`src/rtl/core/mqef_mem.sv`:
```
// Synchronous single-port-write, single-read memory with registered read data.
module mqef_mem #(
    parameter int DEPTH = 128,
    parameter int WIDTH = 32
) (
    input  logic                     clk,
    input  logic                     we,
    input  logic [$clog2(DEPTH)-1:0] waddr,
    input  logic [WIDTH-1:0]         wdata,
    input  logic [$clog2(DEPTH)-1:0] raddr,
    output logic [WIDTH-1:0]         rdata
);
    logic [WIDTH-1:0] mem [DEPTH];

    always_ff @(posedge clk)
    begin
        if (we)
        begin
            mem[waddr] <= wdata;
        end
        rdata <= mem[raddr];
    end
endmodule

```
`config.mk`:
```
export PLATFORM = sky130hd
export DESIGN_NAME = mqef_mem
export DESIGN_NICKNAME = d
export VERILOG_FILES = /design/src/rtl/core/mqef_mem.sv
export SDC_FILE = /design/constraint.sdc
export NUM_CORES = 2
export LEC_CHECK = 0
export BUFFER_PORTS_ARGS = -buffer_cell sky130_fd_sc_hd__buf_2
export CAP_MARGIN = 25
export CORE_MARGIN = 10
export CORE_UTILIZATION = 25
export CTS_CLUSTER_SIZE = 12
export DETAILED_ROUTE_END_ITERATION = 8
export PLACE_DENSITY_LB_ADDON = 0.2
export SKIP_CTS_REPAIR_TIMING = 1
export SYNTH_ARGS = -nofsm -noshare
export SYNTH_HDL_FRONTEND = slang
export SYNTH_SLANG_ARGS = --single-unit
```
`constraint.sdc`:
```
create_clock -name clk -period 5 [get_ports clk]
set_clock_uncertainty 0.2 [all_clocks]
set_input_delay 0.25 -clock clk [delete_from_list [all_inputs] [get_ports clk]]
set_output_delay 0.25 -clock clk [all_outputs]
set_load 0.01 [all_outputs]
```
-- Yosys cells after proc, flatten, opt, wreduce, memory -nomap -nowiden
Memories as Yosys holds them, arrays and structs flattened. A register that Yosys moved wholly into a read port is not among the register bits.
Index checks and enable logic that the tools add are counted.
- mux-type cells: 2
- operators by type and width (kind ; number):
    1-bit 2-to-1 mux ; 2
- bits in registers: 0
- RAM bits: 4096
- output and inout bits: 32
- word-level logic and storage cells: 3
- memories: 1
- memories (name ; words ; width ; rd ports ; clocked after Yosys merged registers in ; wr ports ; line ; text):
    mem ; 128 ; 32 ; 1 ; 1 ; 1 ; 13 ; logic [WIDTH-1:0] mem [DEPTH];

-- Depth between registers and ports, before layout
- depth in word-level cells: 2
- gate-level depth with buffers: 8

-- Least setup slack after synthesis
Ideal clock, no wire load.
- kind: input -> register
- from: input port we
- to: memory mem[98][0] (enable)
- arrival: 3028 ps
- data required time: 4339 ps
- slack: 1311 ps
- stages on the path: 3
- path buffers: 1
- cells stage by stage: clkbuf_1 > nand4_1 > nor3_1
- word-level cells in the longest chain between the ends: 2
- RTL lines (item ; line ; text):
    start, declared ; 7 ; input logic we,
    1-bit 2-to-1 mux ; 17 ; if (we)
    1-bit 2-to-1 mux (implied by the code) ; 19 ; mem[waddr] <= wdata;
    end, declared ; 13 ;
No other way between the ends.

-- Worst setup path in the final report
- from: input port we
- to: memory mem[54][10] (enable)
Same word-level chain as after synthesis.

==> metrics.md <==
| Metric | Value |
|---|---|
| Run status | `completed` |
| Core Rows | `between 200 and 300` |
| H-tree lvl count | `5` |
| Cell count after placement | `between 10000 and 15000` |
| Overall Global Routing Usage | `between 10 and 15%` |
| Sw Share | `between 20% and 30%` |
| Via count | `roughly 70000` |
| Portion of synthesized cell area occupied by the leading cell type | `78.7%` |
| Clock transition at the registers of the reported paths | `0.06 ns` |
| Flip-flop cell with the highest count after synthesis | `sky130_fd_sc_hd__edfxtp_1` |
| Core area | `623000 um2` |
| Crit start category | `primary input` |
| Measured slew at the worst slew-check pin | `approximately 1.1 ns` |
| Detailed-route wire length per cell | `between 30 and 40 um` |
| TritonCTS sink count | `between 4000 and 5000` |
| Main area contributors after synthesis | `sky130_fd_sc_hd__edfxtp_1 79%, sky130_fd_sc_hd__mux4_2 19%, sky130_fd_sc_hd__clkbuf_1 0.44%, sky130_fd_sc_hd__dfxtp_1 0.41%, sky130_fd_sc_hd__nor2_1 0.29%` |
| Maximum fanout count along the critical path | `32` |
| Combinational share of power | `under 10%` |
| Number of DRC markers in iteration 0 | `between 7000 and 8000` |
| X dimension of the die | `between 800 and 900 um` |
| Share of final-layout standard cells stronger than drive strength 1 | `between 30% and 40%` |
| Total of warnings raised by yosys | `0` |
| Die span in y | `a little over 800 um` |
| Clock tree from TritonCTS | `yes` |
| Max-cap check violation count | `0` |
| Die area | `around 660000 um2` |
| Setup TNS Final | `0 ns` |
| Number of buffers and inverters on the critical path | `4` |
| Setup Crit Path Kind | `in -> reg` |
| Part of the cycle the worst path needs | `between 60% and 70%` |
| RSZ-0062 raised after global routing | `no` |
| Dominant delay contributor by cell family on the critical path | `buffers and inverters` |
| Filler Cell Count | `between 50000 and 60000` |
| Detail-routed via count per cell | `approximately 4.6` |
| Cell type with the highest occurrence count on the critical path | `sky130_fd_sc_hd__buf_4` |
| Ports placed on the boundary | `80` |
| Library cell occupying the most area in the post-synthesis netlist | `sky130_fd_sc_hd__edfxtp_1` |
| Weighted congestion reported at the end of routability-driven placement | `0.730` |
| CP arrival | `3.82 ns` |
| DRC errors left | `0` |
| Rel. slew slack | `between 20% and 30%` |
| Post-route cell area | `approximately 190000 um2` |
| DRT antenna net count | `0` |
| VDD IR max | `0.316 mV` |
| Deepest clock path buffer count | `4` |
| Global-route wire length before repair | `653000 um` |
| CTS buffer count | `~450` |
| Total design power | `about 0.074 W` |
| Clock root buffer | `sky130_fd_sc_hd__clkbuf_16` |
| Total cell area at the placement stage | `between 150000 and 200000 um2` |
| Most instantiated library cell after synthesis | `sky130_fd_sc_hd__edfxtp_1` |
| Clock power frac | `a little over two fifths` |
| Worst setup EP type | `flip-flop` |
| Final Non-Filler Cells | `15400` |
| Crit path required time | `5.42 ns` |
| GR Overflow Total | `0` |
| Max Freq | `between 0.2 and 0.3 GHz` |
| Critical hold path startpoint | `wdata[13]` |
| Number of global-route vias before repair | `about 74000` |
| Net count reported at finish | `approximately 6700` |
| Power dissipated by switching net loads | `approximately 0.016 W` |
| Slowest cell delay on critical path | `around 0.77 ns` |
| Syn Inst Count | `approximately 6000` |
| Beginning of the worst register-to-register path | `mem[119][9]` |
| Share of synthesized registers carrying an async set or reset | `0%` |
| Unique masters post-synth | `17` |
| Number of hold violations in the final report | `0` |
| Final hold slack | `between 0.02 and 0.03 ns` |
| Launching instance or port of the critical path | `we` |
| Post-route minimum period | `3.40 ns` |
| First-pass iteration count of the detailed router | `5` |
| Count of final max-slew check failures | `0` |
| Pwr Density | `approximately 400 nW/um2` |
| Crit path max-delay cell type | `sky130_fd_sc_hd__dlygate4sd3_1` |
| Number of antenna violations at the first check in global routing | `between 70 and 80` |
| Number of storage elements in the synthesis netlist | `slightly above 4000` |
| Leakage | `about 55 nW` |
| Largest net degree at the start of global routing | `between 90 and 100` |
| Min-delay worst type | `in -> reg` |
| Top cells by instance count after synthesis | `4096 x sky130_fd_sc_hd__edfxtp_1, 1344 x sky130_fd_sc_hd__mux4_2, 182 x sky130_fd_sc_hd__clkbuf_1` |
| Synthesized area | `156000 um2` |
| Area grow syn2layout | `18.4%` |
| Fraction of power consumed by sequential logic | `approximately 52%` |
| Count of input and output buffers | `79` |
| Net count after synthesis | `between 6000 and 7000` |
| Cell internal pwr | `approximately 0.057 W` |
| Endpoints failing setup | `0` |
| Placed wire-length estimate | `roughly 280000 um` |
| Clock latency on the worst-skew pair | `about 1 ns` |
| Average size of a mapped cell | `roughly 26 um2` |
| Detailed-route wire length | `about 480000 um` |
| Sequential-to-total area share from yosys stat | `about four fifths` |
| Number of flops mapped to enable cells by yosys | `between 4000 and 5000` |
| Effective utilization at floorplan | `roughly a quarter` |
| Ordered list of cells on the worst path | `dlygate4sd3_1 > buf_2 > nor2b_1 > nand3_2 > buf_4 > nor2_4 > buf_4` |
==> metal layers <==
layer / global-route usage [%] / routed length [um]
met1: 19.0 / 205000
met2: 24.5 / 241000
met3: 2.02 / 22700
met4: 3.28 / 10300
met5: 0 / 71
==> worst reg2reg max path: stages, from the launching register on <==
cell and delay (ns):
sky130_fd_sc_hd__edfxtp_1 0.37, sky130_fd_sc_hd__mux4_2 0.47, sky130_fd_sc_hd__mux4_2 0.67, sky130_fd_sc_hd__mux4_2 0.74
sky130_fd_sc_hd__mux2_2 0.35
==> final cells by class <==
| class | instances | area [um2] | share of cell area (%) |
|---|---|---|---|
| sequential | 4128 | 124000 | 66.8 |
| antenna | 54 | 135 | 0.0730 |
| clock buffer | 589 | 11900 | 6.43 |
| timing repair buffer | 493 | 4870 | 2.63 |
| multi-input combinational | 1546 | 32300 | 17.4 |
| clock inverter | 237 | 1850 | 1.00 |
| tap | 8322 | 10400 | 5.63 |
==> registers in the layout (all words and copies together) (netlist names) <==
| name | count |
|---|---|
| mem | 4096 |
| rdata | 32 |
==> through the flow <==
| step | setup WS, ns | util, % |
|---|---|---|
| CTS | 1.88 | 29.6 |
| detailed placement | 0.764 | 27.4 |
| global placement | 0.756 | 27.4 |
| finish | 1.60 | 29.7 |
| floorplan | 1.31 | - |
| global route | 1.63 | 29.7 |
==> placed cells by master (no fill, tap or decap) <==
master	n
sky130_fd_sc_hd__buf_12	79
sky130_fd_sc_hd__buf_16	7
sky130_fd_sc_hd__buf_2	40
sky130_fd_sc_hd__buf_4	316
sky130_fd_sc_hd__buf_6	1
sky130_fd_sc_hd__buf_8	3
sky130_fd_sc_hd__bufinv_16	19
sky130_fd_sc_hd__clkbuf_1	130
sky130_fd_sc_hd__clkbuf_16	452
sky130_fd_sc_hd__clkbuf_8	7
sky130_fd_sc_hd__clkinv_1	114
sky130_fd_sc_hd__clkinv_16	8
sky130_fd_sc_hd__clkinv_2	74
sky130_fd_sc_hd__clkinv_4	3
sky130_fd_sc_hd__clkinv_8	3
sky130_fd_sc_hd__clkinvlp_4	6
sky130_fd_sc_hd__dfxtp_1	32
sky130_fd_sc_hd__diode_2	54
sky130_fd_sc_hd__dlygate4sd3_1	47
sky130_fd_sc_hd__edfxtp_1	4096
sky130_fd_sc_hd__inv_16	3
sky130_fd_sc_hd__inv_6	7
sky130_fd_sc_hd__mux2_2	32
sky130_fd_sc_hd__mux4_2	1344
sky130_fd_sc_hd__nand2_1	11
sky130_fd_sc_hd__nand2_2	3
sky130_fd_sc_hd__nand2b_1	2
sky130_fd_sc_hd__nand3_1	8
sky130_fd_sc_hd__nand3_2	4
sky130_fd_sc_hd__nand4_1	3
sky130_fd_sc_hd__nor2_1	3
sky130_fd_sc_hd__nor2_4	119
sky130_fd_sc_hd__nor2b_1	7
sky130_fd_sc_hd__nor3_2	9
sky130_fd_sc_hd__or3_1	1
==> cells by family after synthesis <==
logic type | share of synthesized area, %
simple gates | 0.446
flops | 79.1
mux | 19.6
buf+inv | 0.839
==> power by group through the flow <==
stage / combinational [W] / clock (W) / sequential, W
2_1_floorplan: 0.00184 / 0 / 0.0390
3_5_place_dp: 0.00405 / 0 / 0.0391
5_1_grt: 0.00420 / 0.0336 / 0.0384
6_report: 0.00399 / 0.0314 / 0.0384
4_1_cts: 0.00406 / 0.0322 / 0.0384
3_3_place_gp: 0.00399 / 0 / 0.0391
==> worst paths after layout <==
path	endpoint	slack, ns	cells past startpoint
setup reg to reg	rdata[9]	2.10	4
hold / removal	mem[0][13]	0.03	2
setup / recovery	mem[54][10]	1.60	7
hold reg to reg	rdata[9]	0.92	4
Note: power is estimated with default switching activity, not from simulation.
